[src/sv/ple_pkg.sv]
// Shared types and constants of the positional list engine.
// No dependencies; the interfaces, controller, datapath, top and testbench import this package.
package ple_pkg;

   localparam int unsigned CAPACITY_DEFAULT = 16;
   localparam int unsigned POS_W            = 8;
   localparam int unsigned VALUE_W          = 32;
   localparam int unsigned LEN_W            = 5;

   // Request kinds.
   localparam logic REQ_INSERT = 1'b0;
   localparam logic REQ_DELETE = 1'b1;

   typedef enum logic [1:0] {
      ST_DONE  = 2'd0,
      ST_RANGE = 2'd1,
      ST_FULL  = 2'd2
   } status_type;

   // Commands from the controller to the datapath.
   typedef struct packed {
      logic load;       // capture a request
      logic shift_rd;   // read the neighbor of the current index
      logic shift_wr;   // write read data at the current index and step it
      logic taken_rd;   // read the element at the request position
      logic taken_cap;  // keep the element that a delete takes out
      logic value_wr;   // write the new value at the request position
      logic commit;     // update the count and the result register
   } cmd_type;

   // Status from the datapath to the controller.
   typedef struct packed {
      logic is_delete;
      logic fail;
      logic more;
   } stat_type;

endpackage

[src/sv/ple_if.sv]
// Request and response channel interfaces of the positional list engine.
// Depends on ple_pkg for the payload widths and the status type.
interface ple_req_if;
   import ple_pkg::*;

   logic                      valid;
   logic                      ready;
   logic                      req_type;
   logic [POS_W-1:0]          position;
   logic signed [VALUE_W-1:0] value;

   modport source (output valid, req_type, position, value, input ready);
   modport sink (input valid, req_type, position, value, output ready);
endinterface

interface ple_rsp_if;
   import ple_pkg::*;

   logic                      valid;
   logic                      ready;
   status_type                status;
   logic signed [VALUE_W-1:0] removed_value;
   logic [LEN_W-1:0]          length;

   modport source (output valid, status, removed_value, length, input ready);
   modport sink (input valid, status, removed_value, length, output ready);
endinterface

[src/sv/ple_ram.sv]
// Generic single-write, single-read RAM with registered read data.
// No dependencies.
module ple_ram #(
   parameter int unsigned WIDTH = 32,
   parameter int unsigned DEPTH = 16
) (
   input  logic                                        clock,
   input  logic                                        wr_en,
   input  logic [((DEPTH > 1) ? $clog2(DEPTH) : 1)-1:0] wr_addr,
   input  logic [WIDTH-1:0]                            wr_data,
   input  logic [((DEPTH > 1) ? $clog2(DEPTH) : 1)-1:0] rd_addr,
   output logic [WIDTH-1:0]                            rd_data
);
   logic [WIDTH-1:0] mem_ff [DEPTH];
   logic [WIDTH-1:0] rd_data_ff;

   always_ff @(posedge clock) begin
      if (wr_en) begin
         mem_ff[wr_addr] <= wr_data;
      end
      rd_data_ff <= mem_ff[rd_addr];
   end

   assign rd_data = rd_data_ff;
endmodule

[src/sv/ple_ctrl.sv]
// Controller of the positional list engine: sequences the element shifts.
// Depends on ple_pkg for the command and status structs.
module ple_ctrl (
   input  logic              clock,
   input  logic              reset,
   input  logic              req_valid,
   output logic              req_ready,
   output logic              rsp_valid,
   input  logic              rsp_ready,
   input  ple_pkg::stat_type stat,
   output ple_pkg::cmd_type  cmd
);
   import ple_pkg::*;

   typedef enum logic [2:0] {
      S_IDLE,
      S_CHECK,
      S_INS_LOOP,
      S_INS_WR,
      S_DEL_CAP,
      S_DEL_LOOP,
      S_DEL_WR,
      S_RESP
   } state_type;

   state_type state_ff, state_in;
   logic      req_ready_ff, req_ready_in;
   logic      rsp_valid_ff, rsp_valid_in;

   always_comb begin
      cmd          = '0;
      state_in     = state_ff;
      req_ready_in = req_ready_ff;
      rsp_valid_in = rsp_valid_ff;
      case (state_ff)
         S_IDLE: begin
            if (req_valid && req_ready_ff) begin
               cmd.load     = 1'b1;
               req_ready_in = 1'b0;
               state_in     = S_CHECK;
            end
         end
         S_CHECK: begin
            if (stat.fail) begin
               cmd.commit   = 1'b1;
               rsp_valid_in = 1'b1;
               state_in     = S_RESP;
            end else if (stat.is_delete) begin
               cmd.taken_rd = 1'b1;
               state_in     = S_DEL_CAP;
            end else begin
               state_in = S_INS_LOOP;
            end
         end
         S_INS_LOOP: begin
            if (stat.more) begin
               cmd.shift_rd = 1'b1;
               state_in     = S_INS_WR;
            end else begin
               cmd.value_wr = 1'b1;
               cmd.commit   = 1'b1;
               rsp_valid_in = 1'b1;
               state_in     = S_RESP;
            end
         end
         S_INS_WR: begin
            cmd.shift_wr = 1'b1;
            state_in     = S_INS_LOOP;
         end
         S_DEL_CAP: begin
            cmd.taken_cap = 1'b1;
            state_in      = S_DEL_LOOP;
         end
         S_DEL_LOOP: begin
            if (stat.more) begin
               cmd.shift_rd = 1'b1;
               state_in     = S_DEL_WR;
            end else begin
               cmd.commit   = 1'b1;
               rsp_valid_in = 1'b1;
               state_in     = S_RESP;
            end
         end
         S_DEL_WR: begin
            cmd.shift_wr = 1'b1;
            state_in     = S_DEL_LOOP;
         end
         S_RESP: begin
            if (rsp_ready) begin
               rsp_valid_in = 1'b0;
               req_ready_in = 1'b1;
               state_in     = S_IDLE;
            end
         end
         default: begin
            state_in = S_IDLE;
         end
      endcase
   end

   always_ff @(posedge clock) begin
      if (reset) begin
         state_ff     <= S_IDLE;
         req_ready_ff <= 1'b1;
         rsp_valid_ff <= 1'b0;
      end else begin
         state_ff     <= state_in;
         req_ready_ff <= req_ready_in;
         rsp_valid_ff <= rsp_valid_in;
      end
   end

   assign req_ready = req_ready_ff;
   assign rsp_valid = rsp_valid_ff;

   // A new request is never taken while a result is pending.
   a_ready_excl: assert property (@(posedge clock) disable iff (reset)
      !(req_ready_ff && rsp_valid_ff))
      else $error("request ready while a response is pending");

   // Every accepted request reaches the check state next.
   a_load_check: assert property (@(posedge clock) disable iff (reset)
      cmd.load |=> state_ff == S_CHECK)
      else $error("accepted request did not enter the check state");

   // A finished response transfer reopens the request side.
   a_resp_done: assert property (@(posedge clock) disable iff (reset)
      (rsp_valid_ff && rsp_ready) |=> req_ready_ff && !rsp_valid_ff)
      else $error("response transfer did not reopen the request side");
endmodule

[src/sv/ple_dpath.sv]
// Datapath of the positional list engine: element RAM, count, shift index, result.
// Depends on ple_pkg and ple_ram.
module ple_dpath #(
   parameter int unsigned CAPACITY = ple_pkg::CAPACITY_DEFAULT
) (
   input  logic                               clock,
   input  logic                               reset,
   input  logic                               req_type,
   input  logic [ple_pkg::POS_W-1:0]          req_position,
   input  logic signed [ple_pkg::VALUE_W-1:0] req_value,
   input  ple_pkg::cmd_type                   cmd,
   output ple_pkg::stat_type                  stat,
   output ple_pkg::status_type                rsp_status,
   output logic signed [ple_pkg::VALUE_W-1:0] rsp_removed_value,
   output logic [ple_pkg::LEN_W-1:0]          rsp_length
);
   import ple_pkg::*;

   localparam int unsigned AW = (CAPACITY > 1) ? $clog2(CAPACITY) : 1;
   localparam int unsigned CW = $clog2(CAPACITY + 1);
   localparam int unsigned PW = POS_W + 1;

   logic                      kind_ff, kind_in;
   logic [POS_W-1:0]          pos_ff, pos_in;
   logic signed [VALUE_W-1:0] val_ff, val_in;
   logic [AW-1:0]             idx_ff, idx_in;
   logic [CW-1:0]             count_ff, count_in;
   logic signed [VALUE_W-1:0] taken_ff, taken_in;
   status_type                status_ff, status_in;
   logic signed [VALUE_W-1:0] removed_ff, removed_in;
   logic [LEN_W-1:0]          length_ff, length_in;

   logic [AW-1:0]      pos_idx;
   logic [PW-1:0]      count_w, pos_w;
   logic               range_fail, full_fail;
   status_type         fail_code;
   logic [CW-1:0]      count_next;
   logic               ram_we;
   logic [AW-1:0]      ram_waddr, ram_raddr;
   logic [VALUE_W-1:0] ram_wdata, ram_rdata;

   assign pos_idx = AW'(pos_ff - POS_W'(1));
   assign count_w = PW'(count_ff);
   assign pos_w   = PW'(pos_ff);

   always_comb begin
      range_fail = (pos_ff == '0) ||
                   ((kind_ff == REQ_INSERT) ? (pos_w > count_w + PW'(1)) : (pos_w > count_w));
      full_fail  = (kind_ff == REQ_INSERT) && (count_ff == CW'(CAPACITY));
      if (range_fail) begin
         fail_code = ST_RANGE;
      end else if (full_fail) begin
         fail_code = ST_FULL;
      end else begin
         fail_code = ST_DONE;
      end
   end

   assign stat.is_delete = (kind_ff == REQ_DELETE);
   assign stat.fail      = range_fail || full_fail;
   // Insert shifts down to the request slot; delete shifts up to the last element.
   assign stat.more      = (kind_ff == REQ_INSERT) ? (idx_ff != pos_idx)
                                                   : (PW'(idx_ff) + PW'(1) != count_w);

   always_comb begin
      if (cmd.taken_rd) begin
         ram_raddr = pos_idx;
      end else if (kind_ff == REQ_INSERT) begin
         ram_raddr = idx_ff - AW'(1);
      end else begin
         ram_raddr = idx_ff + AW'(1);
      end
      ram_we    = cmd.shift_wr || cmd.value_wr;
      ram_waddr = cmd.value_wr ? pos_idx : idx_ff;
      ram_wdata = cmd.value_wr ? val_ff : ram_rdata;
   end

   ple_ram #(
      .WIDTH(VALUE_W),
      .DEPTH(CAPACITY)
   ) u_ram (
      .clock  (clock),
      .wr_en  (ram_we),
      .wr_addr(ram_waddr),
      .wr_data(ram_wdata),
      .rd_addr(ram_raddr),
      .rd_data(ram_rdata)
   );

   assign count_next = (kind_ff == REQ_INSERT) ? count_ff + CW'(1) : count_ff - CW'(1);

   always_comb begin
      kind_in    = kind_ff;
      pos_in     = pos_ff;
      val_in     = val_ff;
      idx_in     = idx_ff;
      count_in   = count_ff;
      taken_in   = taken_ff;
      status_in  = status_ff;
      removed_in = removed_ff;
      length_in  = length_ff;
      if (cmd.load) begin
         kind_in = req_type;
         pos_in  = req_position;
         val_in  = req_value;
         idx_in  = (req_type == REQ_INSERT) ? AW'(count_ff) : AW'(req_position - POS_W'(1));
      end
      if (cmd.shift_wr) begin
         idx_in = (kind_ff == REQ_INSERT) ? idx_ff - AW'(1) : idx_ff + AW'(1);
      end
      if (cmd.taken_cap) begin
         taken_in = ram_rdata;
      end
      if (cmd.commit) begin
         if (stat.fail) begin
            status_in  = fail_code;
            removed_in = '0;
            length_in  = LEN_W'(count_ff);
         end else begin
            count_in   = count_next;
            status_in  = ST_DONE;
            removed_in = (kind_ff == REQ_INSERT) ? '0 : taken_ff;
            length_in  = LEN_W'(count_next);
         end
      end
   end

   always_ff @(posedge clock) begin
      if (reset) begin
         count_ff <= '0;
      end else begin
         count_ff <= count_in;
      end
      kind_ff    <= kind_in;
      pos_ff     <= pos_in;
      val_ff     <= val_in;
      idx_ff     <= idx_in;
      taken_ff   <= taken_in;
      status_ff  <= status_in;
      removed_ff <= removed_in;
      length_ff  <= length_in;
   end

   assign rsp_status        = status_ff;
   assign rsp_removed_value = removed_ff;
   assign rsp_length        = length_ff;

   a_count_bound: assert property (@(posedge clock) disable iff (reset)
      count_ff <= CW'(CAPACITY))
      else $error("element count above capacity");

   a_fail_keeps: assert property (@(posedge clock) disable iff (reset)
      (cmd.commit && stat.fail) |=> $stable(count_ff))
      else $error("failed request changed the element count");

   a_ins_grow: assert property (@(posedge clock) disable iff (reset)
      (cmd.commit && !stat.fail && !stat.is_delete) |=> count_ff == $past(count_ff) + CW'(1))
      else $error("insert did not grow the list by one");

   a_del_shrink: assert property (@(posedge clock) disable iff (reset)
      (cmd.commit && !stat.fail && stat.is_delete) |=> count_ff == $past(count_ff) - CW'(1))
      else $error("delete did not shrink the list by one");
endmodule

[src/sv/positional_list_engine_unit.sv]
// Positional list engine: one request in flight. After the check state, the element RAM
// moves one element at a time, each move a read state and then a write state, from the
// end of the list down to the request position for an insert and from the request position
// up to the end for a delete. A failed request answers straight from the check state.
// The request side reopens in the cycle after the response transfer.
// Synchronous reset empties the list; element RAM is not cleared.
module positional_list_engine_unit #(
   parameter int unsigned CAPACITY = ple_pkg::CAPACITY_DEFAULT
) (
   input logic         clock,
   input logic         reset,
   ple_req_if.sink     req_bus,
   ple_rsp_if.source   rsp_bus
);
   import ple_pkg::*;

   cmd_type  cmd;
   stat_type stat;

   ple_ctrl u_ctrl (
      .clock    (clock),
      .reset    (reset),
      .req_valid(req_bus.valid),
      .req_ready(req_bus.ready),
      .rsp_valid(rsp_bus.valid),
      .rsp_ready(rsp_bus.ready),
      .stat     (stat),
      .cmd      (cmd)
   );

   ple_dpath #(
      .CAPACITY(CAPACITY)
   ) u_dpath (
      .clock            (clock),
      .reset            (reset),
      .req_type         (req_bus.req_type),
      .req_position     (req_bus.position),
      .req_value        (req_bus.value),
      .cmd              (cmd),
      .stat             (stat),
      .rsp_status       (rsp_bus.status),
      .rsp_removed_value(rsp_bus.removed_value),
      .rsp_length       (rsp_bus.length)
   );
endmodule

[src/flat_wrapper.sv]
// flat-port wrapper written by rule: the top's interface ports become plain ports
module positional_list_engine_unit_flat import ple_pkg::*;
#(
   parameter int unsigned CAPACITY = ple_pkg::CAPACITY_DEFAULT
)
  (clock, reset, req_bus_valid, req_bus_req_type, req_bus_position, req_bus_value, req_bus_ready, rsp_bus_valid, rsp_bus_status, rsp_bus_removed_value, rsp_bus_length, rsp_bus_ready);
  ple_req_if req_bus_i ();
  ple_rsp_if rsp_bus_i ();
  input logic clock;
  input logic reset;
  input wire logic [$bits(req_bus_i.valid)-1:0] req_bus_valid;
  input wire logic [$bits(req_bus_i.req_type)-1:0] req_bus_req_type;
  input wire logic [$bits(req_bus_i.position)-1:0] req_bus_position;
  input wire logic [$bits(req_bus_i.value)-1:0] req_bus_value;
  output wire logic [$bits(req_bus_i.ready)-1:0] req_bus_ready;
  output wire logic [$bits(rsp_bus_i.valid)-1:0] rsp_bus_valid;
  output wire logic [$bits(rsp_bus_i.status)-1:0] rsp_bus_status;
  output wire logic [$bits(rsp_bus_i.removed_value)-1:0] rsp_bus_removed_value;
  output wire logic [$bits(rsp_bus_i.length)-1:0] rsp_bus_length;
  input wire logic [$bits(rsp_bus_i.ready)-1:0] rsp_bus_ready;
  assign req_bus_i.valid = req_bus_valid;
  assign req_bus_i.req_type = req_bus_req_type;
  assign req_bus_i.position = req_bus_position;
  assign req_bus_i.value = req_bus_value;
  assign req_bus_ready = req_bus_i.ready;
  assign rsp_bus_valid = rsp_bus_i.valid;
  assign rsp_bus_status = rsp_bus_i.status;
  assign rsp_bus_removed_value = rsp_bus_i.removed_value;
  assign rsp_bus_length = rsp_bus_i.length;
  assign rsp_bus_i.ready = rsp_bus_ready;
  positional_list_engine_unit #(.CAPACITY(CAPACITY)) u_core (.clock(clock), .reset(reset), .req_bus(req_bus_i), .rsp_bus(rsp_bus_i));
endmodule
[config.mk]
export PLATFORM = sky130hd
export DESIGN_NAME = positional_list_engine_unit_flat
export DESIGN_NICKNAME = d
export VERILOG_FILES = /design/src/sv/ple_pkg.sv /design/src/sv/ple_if.sv /design/src/sv/ple_ram.sv /design/src/sv/ple_ctrl.sv /design/src/sv/ple_dpath.sv /design/src/sv/positional_list_engine_unit.sv /design/src/flat_wrapper.sv
export SDC_FILE = /design/constraint.sdc
export NUM_CORES = 1
export LEC_CHECK = 0
export BUFFER_PORTS_ARGS = -buffer_cell sky130_fd_sc_hd__buf_2
export CAP_MARGIN = 5
export CORE_ASPECT_RATIO = 0.8
export CORE_MARGIN = 2
export CORE_UTILIZATION = 56
export CTS_CLUSTER_DIAMETER = 200
export CTS_CLUSTER_SIZE = 40
export DETAILED_ROUTE_END_ITERATION = 7
export PLACE_DENSITY = 0.84
export REMOVE_ABC_BUFFERS = 1
export SLEW_MARGIN = 20
export SYNTH_ARGS = -nofsm -noshare
export SYNTH_HDL_FRONTEND = slang
export SYNTH_SLANG_ARGS = --single-unit
[constraint.sdc]
create_clock -name clock -period 4 [get_ports clock]
set_input_delay 0 -clock clock [delete_from_list [all_inputs] [get_ports clock]]
set_output_delay 0 -clock clock [all_outputs]
set_load 0.1 [all_outputs]
==> Word-level counts from Yosys, hierarchy flattened <==
Memory sizes are Yosys's and may differ from the RTL's. A register that Yosys moved wholly into a read port is not among the register bits.
Index checks and enable logic that the tools add are counted.
{ "totals": {"input_bits": 45, "mem_bits_ro": 0, "mem_bits_rw": 512, "n_memories": 1, "register_bits": 126, "out_inout_bits": 41, "word_cells": 99, "latchBits": 0} }
{ "memory_table": {"columns": ["name", "depth", "width", "read_ports", "rd_ports_with_merged_regs", "wr", "line_no", "source"], "rows": [
  ["u_core.u_dpath.u_ram.mem_ff", 16, 32, 1, 1, 1, "ple_ram.sv:14", "logic [WIDTH-1:0] mem_ff [DEPTH];"]
]} }
{ "classes": {"addsub": 8, "eq_ne": 14, "multipliers": 0, "bitwise": 2, "reduce_logical": 18, "n_shift": 0, "muxes": 41, "n_lt_le_gt_ge": 2, "div_mod_pow": 0} }
{ "ops": {"columns": ["operator", "count"], "rows": [
  ["2-to-1 mux 32 bit", 1],
  ["2-to-1 mux 4 bit", 6],
  ["2-to-1 mux 1 bit", 21],
  ["one-hot mux 3 bit (7 select lines)", 1],
  ["2-to-1 mux 3 bit", 5],
  ["equality test 3 bit, second input constant", 4],
  ["subtractor 4 x 1 -> 4 bit, second input constant", 3],
  ["2-to-1 mux 5 bit", 2],
  ["OR reduction 2 bit", 5],
  ["greater-than comparator 8 x 5 -> 1 bit", 1],
  ["greater-than comparator 8 x 6 -> 1 bit", 1],
  ["logical NOT 8 bit", 1],
  ["adder 5 x 1 -> 6 bit, second input constant", 1],
  ["equality test 3 x 2 -> 1 bit, second input constant", 2],
  ["!= test 2 bit, second input constant", 3],
  ["one-hot mux 1 bit (3 select lines)", 2],
  ["adder 4 x 1 -> 5 bit, second input constant", 1],
  ["adder 5 x 1 -> 5 bit, second input constant", 1],
  ["equality test 5 bit, second input constant", 1],
  ["!= test 5 bit", 1],
  ["subtractor 5 x 1 -> 5 bit, second input constant", 1],
  ["adder 4 x 1 -> 4 bit, second input constant", 1],
  ["2-to-1 mux 2 bit", 2],
  ["!= test 4 bit", 1],
  ["12 further kinds", 17]
]} }

==> Depth between registers and ports, before layout <==
{ "depth": {"depth_word": 8, "ltp_mapped": 12, "depth_no_buf": 11} }

==> Cells and area by module <==
Synthesis repeated with hierarchy kept, for this count alone.
{ "unflattened": {"hier_cells": 1251, "area_unflattened_um2": 25600.8} }
{ "modules_own_cells": {"columns": ["mod", "seq_area_each_um2", "area_each_um2", "cells_each", "n_inst"], "rows": [
  ["ple_ram", 16015.4, 19835.3, 838, 1],
  ["ple_dpath", 3583.4, 5415.2, 367, 1],
  ["ple_ctrl", 100.1, 350.3, 46, 1]
]} }

==> Worst setup path after synthesis <==
OpenSTA, ideal clock, no wires.
{ "synth_path": {"path_type": "register to register", "from": "register u_core.u_dpath.pos_ff[0]", "to": "memory u_core.u_dpath.u_ram.mem_ff[5][0], enable pin", "required_time_ns": 3.579, "path_buffers": 4, "arrival_time_ns": 3.630, "setup_slack_ns": -0.051, "stages_incl_launch_ff": 13, "synth_period_minus_slack_ns": 4.051, "setup_time_ns": 0.421, "cell_sequence": "edfxtp_1 -> buf_2 -> inv_1 -> ha_1 -> clkbuf_1 -> xnor2_1 -> nor3_1 -> a32o_1 -> nor2b_1 -> clkbuf_1 -> buf_2 -> a32oi_1 -> nor2_1"} }
{ "synth_via": {"elab_chain_len": 8, "word_cells_on_any_way": 9, "classes_between": "add/sub (1); eq/ne (1); mux (6); reduce/logical (1)"} }
{ "synth_lines": {"columns": ["item", "line_no", "source"], "rows": [
  ["start, declared", "ple_dpath.sv:24", "logic [POS_W-1:0] pos_ff, pos_in;"],
  ["start signal, assigned", "ple_dpath.sv:135", "pos_ff <= pos_in;"],
  ["subtractor 4 x 1 -> 4 bit (*)", "ple_dpath.sv:42", "assign pos_idx = AW'(pos_ff - POS_W'(1));"],
  ["!= test 4 bit", "ple_dpath.sv:62", "assign stat.more = (kind_ff == REQ_INSERT) ? (idx_ff != pos_idx)"],
  ["2-to-1 mux 1 bit", "ple_dpath.sv:62", null],
  ["2-to-1 mux 2 bit", "ple_ctrl.sv:56", "if (stat.more) begin"],
  ["2-to-1 mux 1 bit", "ple_ctrl.sv:35", "case (state_ff)"],
  ["logical OR 1 bit", "ple_dpath.sv:73", "ram_we = cmd.shift_wr || cmd.value_wr;"],
  ["2-to-1 mux 1 bit", "ple_ram.sv:18", "if (wr_en) begin"],
  ["2-to-1 mux 1 bit (not written as such)", "ple_ram.sv:19", "mem_ff[wr_addr] <= wr_data;"],
  ["end, declared", "ple_ram.sv:14", null]
]} }
Every way passes the cells marked *; elsewhere a longest branch is shown, timed or not.

==> Worst setup path after layout <==
{ "layout_path": {"from": "register u_core.u_dpath.pos_ff[0]", "to": "memory u_core.u_dpath.u_ram.mem_ff[2][18], enable pin"} }
Same word-level chain as after synthesis.

==> results_dict.tcl <==
set metrics [dict create \
    crit_family "simple AND/OR/NAND/NOR gates" \
    worstMarginPinSlew_ps 1060 \
    crit_required_ps 4300 \
    crit_chain "inv_1 > ha_1 > xnor2_1 > nor3_1 > a32o_1 > nor2b_4 > a31oi_1 > nor2_4 > buf_12" \
    hold_viol 0 \
    multi_input_area_um2 5910 \
    regArea_um2 19700 \
    maxCapViolCount 0 \
    yosysMostFrequentCell "edfxtp_1" \
    crit_fanout 21 \
    yosys.area.top_type "edfxtp_1" \
    grt_use_total_pct 23.2 \
    finalCritPeriodShare_pct 96.7 \
    wirelength_mm 55.7 \
    ys_ff_latch 670 \
    cp.buffers_inverters 2 \
    skew_ps 23.4 \
    setup_viol 0 \
    async_reset_ff_share_pct 0 \
    vdd_ir_drop_max_v 0.000810 \
    gp_congestion 0.860 \
    powerDensity_nw_per_um2 691 \
    cts.sinks 670 \
    worstPathArrival_ps 4160 \
    fmax_mhz 258 \
    synth_edf_count 628 \
    max-slew-margin-rel_pct 29.6 \
    htreeDepth 1 \
    post-route-util_pct 63.4 \
    place_inst 2159 \
    dieArea_um2 47800 \
    clk_pin_slew_ps 150 \
    synth_warnings 0 \
    first_pass_iters 5 \
    drive_gt1_share_pct 15.0 \
    syn_area_um2 25800 \
    rsz0062_at_grt "true" \
    die_y_um 196 \
    whs_ps 109 \
    drtAntennaViolNets 0 \
    wl_per_cell_um 24.9 \
    ys_seq_area_share_pct 76.4 \
    finalWorstSetupSlack_ps 131 \
    grt_overflow 0 \
    period_needed_ps 3870 \
    fin_nets 1681 \
    root_buffer "clkbuf_16" \
    route.detailed.drc 0 \
    startpoint_type "register" \
    crit_path_end_kind "register" \
    synth_common_cells "edfxtp_1, mux2i_1, o22ai_1" \
    fp.dieW_um 244 \
    coreArea_um2 45500 \
    p_leak_nw 10.2 \
    finalSetupTns_ps 0 \
    cts_buffer_depth 3 \
    grt_max_degree 42 \
    critPathMaxStageDelay_ps 560 \
    finalMaxSlewViolations 0 \
    cp_slowest_cell "edfxtp_1" \
    nFillCells 3064 \
    num_vias 13881 \
    cts_tree "done" \
    ys_top_cells_by_area "edfxtp_1, mux2i_1, dfxtp_1" \
    io_buffers 85 \
    num_rows 70 \
    drtIter0Drc 1598 \
    grt_pass1_vias 13686 \
    status "finished clean" \
    post_cts_buffers 0 \
    initial_core_util_pct 56.6 \
    insertion_delay_ps 590 \
    netlist_instances 1467 \
    avgSynthCellArea_um2 17.6 \
    synth_top_area_share_pct 73.1 \
    area.growth.synth_to_final_pct 11.9 \
    routed_via_density 6.21 \
    stdcell_count 2236 \
    dp_slack_ps 163 \
    antenna_cells 0 \
    numCtsBuffers 20 \
    synth_cell_types 48 \
    io_pins 86 \
    hold_path.class "primary input to register" \
    ys.flop_type "edfxtp_1" \
    antenna_found_initial 1 \
    hpwl_mm 31.5 \
    grt_pass1_wl_mm 83.3 \
    crit_type "register to register" \
]
[cell usage in the layout, fill, tap and decap left out, types with 32 or more instances in the layout]
cell type        n
buf_2           85
dlygate4sd3_1   44
edfxtp_1       628
and2_1          36
dfxtp_1         42
buf_4           34
mux2_2          33
buf_12          34
o22ai_1        128
or4_1           32
mux2i_1        259
[cells by family (layout without fill, tap and decap cells)]
| group | Yosys count | in the layout | share of synthesized area, % |
|---|---|---|---|
| DFF | 670 | 670 | 76.4 |
| and+or+nand+nor | 162 | 162 | 3.56 |
| buffers and inverters | 97 | 254 | 1.60 |
| muxes | 295 | 295 | 11.6 |
| xor gates and xnor gates | 27 | 27 | 0.917 |
| adders and majority gates | 23 | 23 | 1.17 |
| AOI/OAI and AO/OA | 193 | 193 | 4.76 |
[metrics by stage]
| stage | instance area, um2 | total power, mW |
|---|---|---|
| 3_3_place_gp | 27800 | 16.8 |
| 4_1_cts | 28800 | 19.9 |
| 3_5_place_dp | 27800 | 17.1 |
| 5_1_grt | 28900 | 20.6 |
| 2_1_floorplan | 25500 | 14.2 |
| 6_report | 28900 | 19.9 |
[flip-flops by register name, summed over array words and instances, names as in the netlist]
name and flops:
u_core.u_dpath.taken_ff 32, u_core.u_ctrl.state_ff 3, u_core.u_dpath.u_ram.rd_data 32, u_core.u_ctrl.req_ready 1, u_core.u_ctrl.rsp_valid 1, u_core.u_dpath.kind_ff 1, u_core.u_dpath.rsp_length 5, u_core.u_dpath.rsp_status 2
u_core.u_dpath.rsp_removed_value 32, u_core.u_dpath.val_ff 32, u_core.u_dpath.pos_ff 8, u_core.u_dpath.idx_ff 4, u_core.u_dpath.u_ram.mem_ff 512, u_core.u_dpath.count_ff 5
[worst paths after layout]
path / startpoint / end / depth (start not counted) / slack [ps]
hold reg to reg: u_core.u_dpath.u_ram.rd_data[29] / u_core.u_dpath.taken_ff[29] / 0 / 440
hold / removal: req_bus_position[4] / u_core.u_dpath.pos_ff[4] / 2 / 110
setup reg to reg: u_core.u_dpath.pos_ff[0] / u_core.u_dpath.u_ram.mem_ff[2][18] / 9 / 130
setup / recovery: u_core.u_dpath.pos_ff[0] / u_core.u_dpath.u_ram.mem_ff[2][18] / 9 / 130
[worst register-to-register path, delay by kind of cell (launching register included)]
kind / cells / cell delay [ps]
simple gates: 3 / 1120
compound gates: 2 / 770
flops: 1 / 560
fa+ha+maj: 1 / 470
buf+inv: 2 / 440
xor+xnor: 1 / 180
[power breakdown]
group	leakage, nW	total (mW)	internal, mW	switching (mW)
Clock	0.278	2.87	1.01	1.86
Sequential	6.07	9.63	9.32	0.316
Combinational	3.80	7.44	2.45	4.99
[routing by layer]
metal | wire length [um] | vias up | part of all wire, % | GRT usage [%]
met2 | 26300 | 731 | 47 | 37.4
met4 | 1600 | 0 | 2.9 | 7.00
li1 | - | 6076 | - | -
met3 | 4800 | 123 | 8.6 | 3.37
met5 | 0 | - | 0 | 0
met1 | 23100 | 6951 | 41 | 33.3
[cell type report]
type	count	share of cell area (%)
Sequential cell	670	68.2
Multi-Input combinational cell	700	20.5
Timing Repair Buffer	198	6.34
Tap cell	612	2.65
Clock buffer	32	1.96
Inverter	23	0.299
Clock inverter	1	0.0390
[repair_timing]
action,in CTS,in global routing
gates resized for setup,0,4
hold buffers,44,0
endpoints found under the hold margin,55,0
setup endpoints to repair,0,293
Note: power is estimated with default switching activity, not from simulation.
